==> config.mk <==
export PLATFORM = sky130hd
export DESIGN_NAME = int_to_ascii_digits
export DESIGN_NICKNAME = d
export VERILOG_FILES = /design/src/rtl/i2a_pkg.sv /design/src/rtl/i2a_dabble.sv /design/src/rtl/int_to_ascii_digits.sv
export SDC_FILE = /design/constraint.sdc
export NUM_CORES = 1
export LEC_CHECK = 0
export BUFFER_PORTS_ARGS = -buffer_cell sky130_fd_sc_hd__buf_2
export CAP_MARGIN = 10
export CORE_MARGIN = 2
export CORE_UTILIZATION = 54
export CTS_CLUSTER_SIZE = 40
export DETAILED_ROUTE_END_ITERATION = 6
export PLACE_DENSITY = 0.73
export SLEW_MARGIN = 5
export SYNTH_ARGS = -nofsm -noshare
export SYNTH_HDL_FRONTEND = slang
export SYNTH_SLANG_ARGS = --single-unit
==> constraint.sdc <==
create_clock -name clk_i -period 4.9 [get_ports clk_i]
set_input_delay 0.49 -clock clk_i [delete_from_list [all_inputs] [get_ports clk_i]]
set_output_delay 0.49 -clock clk_i [all_outputs]
set_load 0.05 [all_outputs]
==> src/rtl/i2a_pkg.sv <==
`default_nettype none
package i2a_pkg;

  typedef enum logic [1:0] {
    OpSdec = 2'd0,
    OpUdec = 2'd1,
    OpHex  = 2'd2
  } op_e;

  typedef enum logic [3:0] {
    StIdle = 4'b0001,
    StConv = 4'b0010,
    StScan = 4'b0100,
    StEmit = 4'b1000
  } state_e;

  localparam logic [7:0] ChMinus = 8'h2d;
  localparam logic [7:0] ChZero  = 8'h30;
  localparam logic [7:0] ChLowA  = 8'h61;
  localparam logic [3:0] DecBase = 4'd10;

  // one digit or nibble to its ascii code
  function automatic logic [7:0] digit_char(input logic [3:0] d);
    logic [7:0] c;
    if (d < DecBase) begin
      c = ChZero + {4'd0, d};
    end else begin
      c = ChLowA + {4'd0, d - DecBase};
    end
    return c;
  endfunction

endpackage
`default_nettype wire

==> src/rtl/i2a_dabble.sv <==
`default_nettype none
module i2a_dabble #(
  parameter int Digits = 10
) (
  input  logic [Digits*4-1:0] bcd_i,
  input  logic                bit_i,
  output logic [Digits*4-1:0] bcd_o
);

  logic [Digits*4-1:0] adj;

  // add three to every digit of five or more, then shift in the next bit
  always_comb begin
    for (int k = 0; k < Digits; k++) begin
      if (bcd_i[k*4 +: 4] >= 4'd5) begin
        adj[k*4 +: 4] = bcd_i[k*4 +: 4] + 4'd3;
      end else begin
        adj[k*4 +: 4] = bcd_i[k*4 +: 4];
      end
    end
  end

  assign bcd_o = {adj[Digits*4-2:0], bit_i};

endmodule
`default_nettype wire

==> src/rtl/int_to_ascii_digits.sv <==
// sequence: a decimal word goes through shift-add-3 conversion after it is taken, a hex word
// skips it; then the leading zero digit slots are scanned past before the first character is
// offered, then the characters are offered in turn, each held until the output takes it.
// throughput: one word at a time, ready only when idle, so a new word is not taken until the
// last character of the previous word has been taken.
// reset: rst_ni low clears the sequencer to idle with no output word pending.
`default_nettype none
module int_to_ascii_digits #(
  parameter int WORD_BITS = 32
) (
  input  logic       clk_i,
  input  logic       rst_ni,
  input  logic       in_valid_i,
  output logic       in_ready_o,
  input  logic [1:0] opcode_i,
  input  logic [31:0] value_i,
  output logic       out_valid_o,
  input  logic       out_ready_i,
  output logic [7:0] char_code_o,
  output logic       last_char_o
);
  import i2a_pkg::*;

  localparam int DecDigits = (WORD_BITS * 30103) / 100000 + 1;
  localparam int HexDigits = (WORD_BITS + 3) / 4;
  localparam int NDig      = (DecDigits > HexDigits) ? DecDigits : HexDigits;
  localparam int DigW      = $clog2(NDig);
  localparam int CntW      = $clog2(WORD_BITS);
  localparam int BcdW      = NDig * 4;

  state_e             state_q, state_d;
  logic [BcdW-1:0]      bcd_q, bcd_d, bcd_step;
  logic [WORD_BITS-1:0] bin_q, bin_d;
  logic [CntW-1:0]      cnt_q, cnt_d;
  logic [DigW-1:0]      dig_q, dig_d;
  logic                 sign_q, sign_d;

  logic [WORD_BITS-1:0] w;
  logic                 neg;
  logic [WORD_BITS-1:0] mag;
  logic [3:0]           cur_dig;

  assign w   = WORD_BITS'(value_i);
  assign neg = (opcode_i == OpSdec) && w[WORD_BITS-1];
  assign mag = neg ? WORD_BITS'(~w + 1'b1) : w;

  assign cur_dig = bcd_q[4*dig_q +: 4];

  i2a_dabble #(
    .Digits(NDig)
  ) u_dabble (
    .bcd_i(bcd_q),
    .bit_i(bin_q[WORD_BITS-1]),
    .bcd_o(bcd_step)
  );

  assign in_ready_o  = (state_q == StIdle);
  assign out_valid_o = (state_q == StEmit);
  assign char_code_o = sign_q ? ChMinus : digit_char(cur_dig);
  assign last_char_o = !sign_q && (dig_q == '0);

  always_comb begin
    state_d = state_q;
    bcd_d   = bcd_q;
    bin_d   = bin_q;
    cnt_d   = cnt_q;
    dig_d   = dig_q;
    sign_d  = sign_q;
    unique case (state_q)
      StIdle: begin
        if (in_valid_i) begin
          dig_d  = DigW'(NDig - 1);
          sign_d = neg;
          cnt_d  = CntW'(WORD_BITS - 1);
          bin_d  = mag;
          unique case (opcode_i)
            OpSdec, OpUdec: begin
              bcd_d   = '0;
              state_d = StConv;
            end
            OpHex: begin
              bcd_d   = BcdW'(mag);
              state_d = StScan;
            end
            default: begin
              // undefined mode: word dropped, nothing emitted
              state_d = StIdle;
            end
          endcase
        end
      end
      StConv: begin
        bcd_d = bcd_step;
        bin_d = {bin_q[WORD_BITS-2:0], 1'b0};
        cnt_d = cnt_q - 1'b1;
        if (cnt_q == '0) begin
          state_d = StScan;
        end
      end
      StScan: begin
        // skip leading zero digits, keep at least one
        if (cur_dig == 4'd0 && dig_q != '0) begin
          dig_d = dig_q - 1'b1;
        end else begin
          state_d = StEmit;
        end
      end
      StEmit: begin
        if (out_ready_i) begin
          if (sign_q) begin
            sign_d = 1'b0;
          end else if (dig_q == '0) begin
            state_d = StIdle;
          end else begin
            dig_d = dig_q - 1'b1;
          end
        end
      end
      default: begin
        state_d = StIdle;
      end
    endcase
  end

  always_ff @(posedge clk_i or negedge rst_ni) begin
    if (!rst_ni) begin
      state_q <= StIdle;
      sign_q  <= 1'b0;
    end else begin
      state_q <= state_d;
      sign_q  <= sign_d;
    end
  end

  always_ff @(posedge clk_i) begin
    bcd_q <= bcd_d;
    bin_q <= bin_d;
    cnt_q <= cnt_d;
    dig_q <= dig_d;
  end

endmodule
`default_nettype wire

## Yosys cells after proc, flatten, opt, wreduce, memory -nomap -nowiden

Index checks and enable logic that the tools add are counted.

| word-level totals | value |
|---|---|
| register bits after elaboration | 86 |

| operators by class | value |
|---|---|
| bitwise logic cells | 1 |
| multiplexer cells | 37 |
| $lt $le $gt $ge | 11 |
| equality and inequality tests | 15 |
| reductions and logical operators | 18 |
| add/subtract/negate cells | 16 |
| shift operators | 1 |

Operators with widths:

| operator | number |
|---|---|
| case mux 40 bit (2 select lines) | 2 |
| two-way mux 4 bit | 20 |
| two-way mux 32 bit | 2 |
| case mux 32 bit (2 select lines) | 1 |
| greater-or-equal comparator 4 x 3 -> 1 bit (second input constant) | 10 |
| two-way mux 40 bit | 1 |
| variable part select 40 x 7 -> 4 bit | 1 |
| adder 4 x 2 -> 4 bit (second input constant) | 9 |
| adder 32 x 1 -> 32 bit (second input constant) | 1 |
| inverter 32 bit | 1 |
| two-way mux 8 bit | 2 |
| case mux 4 bit (4 select lines) | 1 |
| inequality test 2 bit (second input constant) | 6 |
| case mux 4 bit (3 select lines) | 1 |
| AND reduction 6 bit | 2 |
| case mux 5 bit (2 select lines) | 1 |
| adder 7 x 4 -> 8 bit (first input constant) | 1 |
| logical NOT 4 bit | 2 |
| adder 6 x 4 -> 7 bit (first input constant) | 1 |
| case mux 3 bit (2 select lines) | 1 |
| AND reduction 3 bit | 2 |
| logical NOT 5 bit | 1 |
| two-way mux 5 bit | 1 |
| subtractor 5 x 1 -> 5 bit (second input constant) | 1 |
| 23 further kinds | 28 |

## Logic depth before layout (Yosys ltp)

Gate-level depths: netlist of the first run.

| depth | value |
|---|---|
| depth in word-level cells | 6 |
| depth in mapped cells | 10 |
| depth with buffers taken out | 8 |

## By module

From an unflattened synthesis of the first run, not the netlist that was laid out.

| unflattened totals | value |
|---|---|
| cells, all modules | 676 |
| area total of the unflattened synthesis | 6163.4 sq um |

Modules (own cells, without submodules):

| module | times used | cells each | area each (sq um) |
|---|---|---|---|
| int_to_ascii_digits | 1 | 519 | 5162.5 |
| i2a_dabble | 1 | 157 | 1001.0 |

## Worst setup path before layout of the first run

OpenSTA, ideal clock, no wires.

| timing | value |
|---|---|
| kind | reg2reg |
| from | reg state_q[0] |
| to | reg bcd_q[0], enable pin |
| required time | 4.440 ns |
| cell stages (with the launch flop) | 4 |
| data arrival time | 4.025 ns |
| clock period less this slack | 4.485 ns |
| slack | 0.415 ns |
| path through | dfstp_2 -> nor4b_2 -> nand2_1 -> a32oi_1 |

| between the ends | value |
|---|---|
| word-level cells in the longest chain between the ends | 3 |

RTL lines:

| item | line | RTL |
|---|---|---|
| from (decl) | int_to_ascii_digits.sv:31 | `state_e state_q, state_d;` |
| from (signal assigned) | int_to_ascii_digits.sv:127 | `state_q <= StIdle;` |
| from (signal assigned) | int_to_ascii_digits.sv:130 | `state_q <= state_d;` |
| equality test 4 x 1 -> 1 bit (*) | n/a |  |
| named net in_ready_o | int_to_ascii_digits.sv:14 | `output logic in_ready_o,` |
| inequality test 3 x 1 -> 1 bit (no source line) (tied with other cells) | n/a |  |
| AND reduction 3 bit (no source line) (*) | n/a |  |
| to (signal assigned) | int_to_ascii_digits.sv:136 | `bcd_q <= bcd_d;` |
| to (decl) | int_to_ascii_digits.sv:32 | `logic [BcdW-1:0] bcd_q, bcd_d, bcd_step;` |

Mark *: on every way through the listed nets, which the timed path passes. The rest lies on a longest branch.
A chain may end at the register's enable or synchronous reset.

## Worst setup path after layout of the first run

| timing | value |
|---|---|
| from | reg dig_q[0] |
| to | out char_code_o[2] |

| between the ends | value |
|---|---|
| word-level cells in the longest chain between the ends | 5 |

RTL lines:

| item | line | RTL |
|---|---|---|
| from (decl) | int_to_ascii_digits.sv:35 | `logic [DigW-1:0] dig_q, dig_d;` |
| from (signal assigned) | int_to_ascii_digits.sv:139 | `dig_q <= dig_d;` |
| variable part select 40 x 7 -> 4 bit (*) | int_to_ascii_digits.sv:47 | `assign cur_dig = bcd_q[4*dig_q +: 4];` |
| subtractor 4 bit | i2a_pkg.sv:28 | `c = ChLowA + {4'd0, d - DecBase};` |
| adder 7 x 4 -> 8 bit | i2a_pkg.sv:28 |  |
| two-way mux 8 bit (*) | i2a_pkg.sv:25 | `if (d < DecBase) begin` |
| two-way mux 8 bit (*) | int_to_ascii_digits.sv:59 | `assign char_code_o = sign_q ? ChMinus : digit_char(cur_dig);` |
| to (decl) | int_to_ascii_digits.sv:19 | `output logic [7:0] char_code_o,` |

Every way passes the cells marked *; elsewhere a longest branch is shown, timed or not.

==> flow_metrics.tcl, run 1 <==
set metrics [dict create \
    cell_rows 38 \
    timing.critical_path.fanout_max 21 \
    finalWorstPathRequiredPeriod_ns 3.89 \
    drt-initial-drc-count 454 \
    critical-path-top-cell-by-count "o22ai_1" \
    status "completed" \
    dp.cells 774 \
    synth.ff_latch_count 86 \
    preCtsSetupSlack_ns 1.43 \
    post_drt_wl_per_cell_um 17.3 \
    design.portCount 49 \
    postSynthCellCount 612 \
    path_clk_slew_ns 0.09 \
    cts_max_level 3 \
    first_global_vias 4517 \
    fp.coreArea_um2 10700 \
    worst_slack_ns 1.01 \
    drv.max_cap_violation_count 0 \
    post-dp-hpwl_um 9710 \
    max-slew-margin-rel 0.225 \
    routed_antenna_nets 0 \
    syn-cell-area_um2 5900 \
    timing.clock.skew_ns 0.00907 \
    insertedDiodeCount 0 \
    timing.setup.tns_ns 0 \
    cp-end-kind "primary output" \
    finish.net_count 711 \
    cts.sink_count 86 \
    detailedRoute.firstPassIterationCount 6 \
    startpoint_type "flop" \
    synth_seq_area_share 0.434 \
    die-height_um 109 \
    detailroute.via_count 4726 \
    syn2layout_area_growth_pct 9.14 \
    synth_top_cell_area_share 0.412 \
    netlist.top_cell.by_area "edfxtp_1" \
    min-delay-path-class "in -> reg" \
    tightestPinTransition_ns 1.15 \
    synth.top_cells.by_area "edfxtp_1, ha_1, o21ai_0" \
    ir_drop_uv 282 \
    routabilityCongestion 0.879 \
    timing.setup.critical_path_class "reg -> out" \
    layout.cells.most_common_list "edfxtp_1, o21ai_0, nand2_1" \
    synth_fp_nets 677 \
    avgViaCountPerCell 5.97 \
    fmaxAchievable_ghz 0.257 \
    layout-drive-gt1-share 0.140 \
    tritoncts "done" \
    placement.io_buffers 46 \
    dieWidth_um 109 \
    power_per_cell_area_nw_per_um2 536 \
    grt_util_all_layers 0.239 \
    die_area_um2 11800 \
    grt_overflow 0 \
    finalHoldViolations 0 \
    most_used_dff_post_synth "edfxtp_1" \
    synth_warnings 0 \
    cts-root-buf "clkbuf_8" \
    grt_setup_unrepaired "false" \
    cts_repair_resize_count 0 \
    clk_latency_ns 0.36 \
    data_required_time_at_the_worst_endpoint_ns 4.41 \
    drc_violations 0 \
    holdWs_ns 0.464 \
    final_core_utilization 0.599 \
    critPathArrivalTime_ns 3.40 \
    synth.distinct_cells 64 \
    path_delay_family "flip-flops" \
    crit_slowest_cell "edfxtp_1" \
    first_pass_grt_wire_length_um 21800 \
    setup_viol 0 \
    slowest_delay_ns 1.00 \
    final-instance-count-excl-fill 791 \
    final_common_cell "edfxtp_1" \
    timing.final.crit_share 0.794 \
    cellLeakagePower_uw 0.00247 \
    timing.final.max_slew_violations 0 \
    worst-path-buf-inv 2 \
    starting_density 0.549 \
    postRouteWirelength_um 13700 \
    grt_antenna_before_repair 0 \
    pin_count_of_the_biggest_net_entering_global_routing 94 \
    clk_path_buf_depth 2 \
    synth_enable_flop_cells 81 \
    asyncSetResetFlopFracSynth 0.0581 \
    timing.critical_path.cells "mux4_2, o22ai_1, o22ai_1, inv_1, ha_1, xor2_1, nand2_1, a21o_1, buf_2" \
    synth_area_per_cell_um2 9.64 \
    numCtsBuffers 9 \
]
[where the power goes]
group / total, uW / internal (uW) / switching, uW
registers: 1430 / 1180 / 243
logic: 1480 / 540 / 938
clock network: 545 / 285 / 261
total: 3450 / 2010 / 1440
[worst paths after layout]
check,from,to,slack (ns),cells past startpoint
min in group asynchronous,rst_ni,state_q[1]$_DFFE_PN0P_,0.48,2
max in group asynchronous,rst_ni,state_q[0]$_DFFE_PN1P_,4.21,2
setup reg to reg,dig_q[0]$_SDFFCE_PN1P_,dig_q[2]$_SDFFCE_PN0P_,1.62,8
hold reg to reg,bin_q[31]$_DFFE_PP_,bcd_q[0]$_DFFE_PP_,0.52,2
hold / removal,in_valid_i,state_q[0]$_DFFE_PN1P_,0.46,3
setup / recovery,dig_q[0]$_SDFFCE_PN1P_,char_code_o[2],1.01,9
[layer usage]
layer	share of wire	track usage
met4	0.024	0.106
met1	0.45	0.329
met2	0.47	0.374
met5	0	0
met3	0.052	0.0362
[stage by stage]
stage	total power (uW)	cell area, um^2
after floorplan	2530	5900
after global placement	2830	6220
after detailed placement	2910	6220
after CTS	3450	6440
after global routing	3680	6440
final	3450	6440
[synth_stat cells (4+ instances only)]
cell and n:
a21o_1 5, a21oi_1 47, and3_1 4, buf_2 4, clkbuf_1 18, dfrtp_1 4, edfxtp_1 81, ha_1 27
inv_1 32, mux2i_1 19, mux4_2 4, nand2_1 51, nand2b_1 12, nand3_1 32, nor2_1 50, nor3_1 13
nor3b_1 16, o21ai_0 59, o22ai_1 8, o31ai_1 9, xnor2_1 22, xor2_1 23
[registers in the layout, indices dropped and copies added (netlist names)]
signal   cells
bcd_q       40
bin_q       32
cnt_q        5
dig_q        4
sign_q       1
state_q      4
[area by class of cell]
class	count	area, um^2
clock buffer	11	131
clock inverter	5	73.8
fill	957	4310
inverter	32	120
multi-input combinational	464	3090
sequential	86	2560
tap	140	175
timing repair buffer	53	285
[tightest hold or removal path: cells and delay by family]
| kind | cells | cell delay (ns) |
|---|---|---|
| buffers and inverters | 1 | 0.11 |
| AO/OA/AOI/OAI | 2 | 0.19 |
[repair_timing]
item / in CTS / in global routing
endpoints found under the hold margin: 4 / 0
setup buffers: 0 / 0
setup endpoints to repair: 0 / 0
hold buffers: 1 / 0
[cell families (layout without fill, tap and decap cells)]
kind of cell    Yosys count  after routing  share of synthesized area
compound gates          158            158                      0.165
other cells               2              2                    0.00127
fa+ha+maj                27             27                     0.0573
simple gates            207            207                      0.179
mux                      25             25                     0.0513
buf+inv                  62            101                     0.0454
flops                    86             86                      0.434
xor+xnor                 45             45                     0.0668
(Power assumes the default switching activity.)
==> inputs of run 2 (changes only) <==
Settings changed: PLACE_DENSITY 0.73 to 0.76.
Clock period 4.9 ns to 3.35 ns, I/O delays scaled along.
==> flow_metrics.tcl, run 2 (synthesized netlist as in run 1, its figures left out) <==
set metrics [dict create \
    min-delay-path-class "in -> async" \
    timing.clock.skew_ns 0.0183 \
    startpoint_type "flop" \
    timing.final.max_slew_violations 0 \
    clk_path_buf_depth 2 \
    registers_with_the_most_flip_flops "bcd_q: 40 flops, bin_q: 32 flops, cnt_q: 5 flops" \
    cts-root-buf "clkbuf_8" \
    syn2layout_area_growth_pct 9.87 \
    power_per_cell_area_nw_per_um2 774 \
    finalWorstPathRequiredPeriod_ns 3.21 \
    post_drt_wl_per_cell_um 17.2 \
    cp-end-kind "primary output" \
    placement.io_buffers 46 \
    timing.final.crit_share 0.958 \
    pin_count_of_the_biggest_net_entering_global_routing 65 \
    final_common_cell "edfxtp_1" \
    die-height_um 109 \
    layout-drive-gt1-share 0.149 \
    holdWs_ns 0.301 \
    timing.setup.critical_path_class "reg -> out" \
    dieWidth_um 109 \
    grt_setup_unrepaired "false" \
    detailroute.via_count 4780 \
    ir_drop_uv 418 \
    layout.cells.most_common_list "edfxtp_1, o21ai_0, nand2_1" \
    finish.net_count 717 \
    critPathArrivalTime_ns 2.87 \
    grt_overflow 0 \
    tightestPinTransition_ns 1.01 \
    status "completed" \
    finalHoldViolations 0 \
    avgViaCountPerCell 6.00 \
    data_required_time_at_the_worst_endpoint_ns 3.01 \
    grt_util_all_layers 0.238 \
    tritoncts "done" \
    drv.max_cap_violation_count 0 \
    design.portCount 49 \
    detailedRoute.firstPassIterationCount 5 \
    insertedDiodeCount 0 \
    starting_density 0.549 \
    fp.coreArea_um2 10700 \
    grt_antenna_before_repair 0 \
    timing.setup.tns_ns 0 \
    routabilityCongestion 0.920 \
    postRouteWirelength_um 13700 \
    top_register "bcd_q" \
    first_pass_grt_wire_length_um 21800 \
    first_global_vias 4443 \
    max-slew-margin-rel 0.316 \
    cell_rows 38 \
    die_area_um2 11800 \
    cellLeakagePower_uw 0.00250 \
    cts.sink_count 86 \
    drc_violations 0 \
    setup_viol 0 \
    cts_max_level 3 \
    post-dp-hpwl_um 9820 \
    timing.critical_path.fanout_max 20 \
    drt-initial-drc-count 367 \
    clk_latency_ns 0.38 \
    fmaxAchievable_ghz 0.312 \
    flip_flop_count_of_the_largest_register_all_copies_and_words_added 40 \
    numCtsBuffers 9 \
    routed_antenna_nets 0 \
    path_clk_slew_ns 0.10 \
]
run 2: changes by cell type in the layout (fill, tap and decap cells not counted), sizes merged:
cell	previous run	this run
bufinv	2	1
clkinvlp	0	2
buf	52	58
clkbuf	11	10
run 2: critical path, cell delays in order (launching register included):
cell and delay [ns]:
edfxtp_1 0.38, buf_6 0.24, mux4_2 0.53, o22ai_1 0.17, o22ai_1 0.17, inv_1 0.15
ha_1 0.26, xor2_1 0.15, nand2_1 0.07, a21o_1 0.17, buf_2 0.20
run 2: power breakdown:
group	internal (uW)	total (uW)	switching (uW)
logic	812	2210	1400
registers	1730	2060	332
clock network	343	740	397
run 2: repair_timing:
| action | CTS | global route |
|---|---|---|
| setup buffers | 0 | 2 |
| hold buffers | 1 | 0 |
| hold endpoints to repair | 5 | 0 |
| setup endpoints to repair | 0 | 2 |
| gates resized for setup | 0 | 1 |
run 2: final timing paths:
| check | from | end | slack [ns] | depth (start not counted) |
|---|---|---|---|---|
| setup / recovery | dig_q[0]$_SDFFCE_PN1P_ | char_code_o[2] | 0.14 | 10 |
| hold / removal | rst_ni | state_q[1]$_DFFE_PN0P_ | 0.30 | 2 |
| setup reg to reg | dig_q[0]$_SDFFCE_PN1P_ | dig_q[2]$_SDFFCE_PN0P_ | 0.54 | 9 |
| hold reg to reg | bin_q[5]$_DFFE_PP_ | bin_q[6]$_DFFE_PP_ | 0.53 | 2 |
| max in group asynchronous | rst_ni | state_q[0]$_DFFE_PN1P_ | 2.83 | 2 |
| min in group clk_i | in_valid_i | state_q[0]$_DFFE_PN1P_ | 0.30 | 3 |
run 2: layout make-up:
class | count | area [um^2]
Clock buffer | 10 | 128
Clock inverter | 6 | 62.6
Inverter | 32 | 120
Sequential cell | 86 | 2560
Fill cell | 961 | 4270
Tap cell | 140 | 175
Multi-Input combinational cell | 464 | 3100
Timing Repair Buffer | 59 | 334
run 2: per-layer routing:
layer / wire, um / GRT usage / vias to the layer above
met5: 0 / 0 / -
met4: 222 / 0.0797 / 0
met3: 572 / 0.0344 / 19
met2: 6690 / 0.392 / 133
met1: 6220 / 0.324 / 2312
li1: - / - / 2316
run 2: stage by stage:
step / cells / setup slack, ns / area (um^2) / utilization / total power [uW]
6_report: 797 / 0.141 / 6480 / 0.603 / 5010
3_3_place_gp: 778 / 0.561 / 6260 / 0.583 / 4150
5_1_grt: 797 / 0.0222 / 6480 / 0.603 / 5340
3_5_place_dp: 778 / 0.479 / 6260 / 0.583 / 4270
2_1_floorplan: 612 / 0.0786 / 5910 / - / 3710
4_1_cts: 795 / 0.0656 / 6460 / 0.601 / 5000
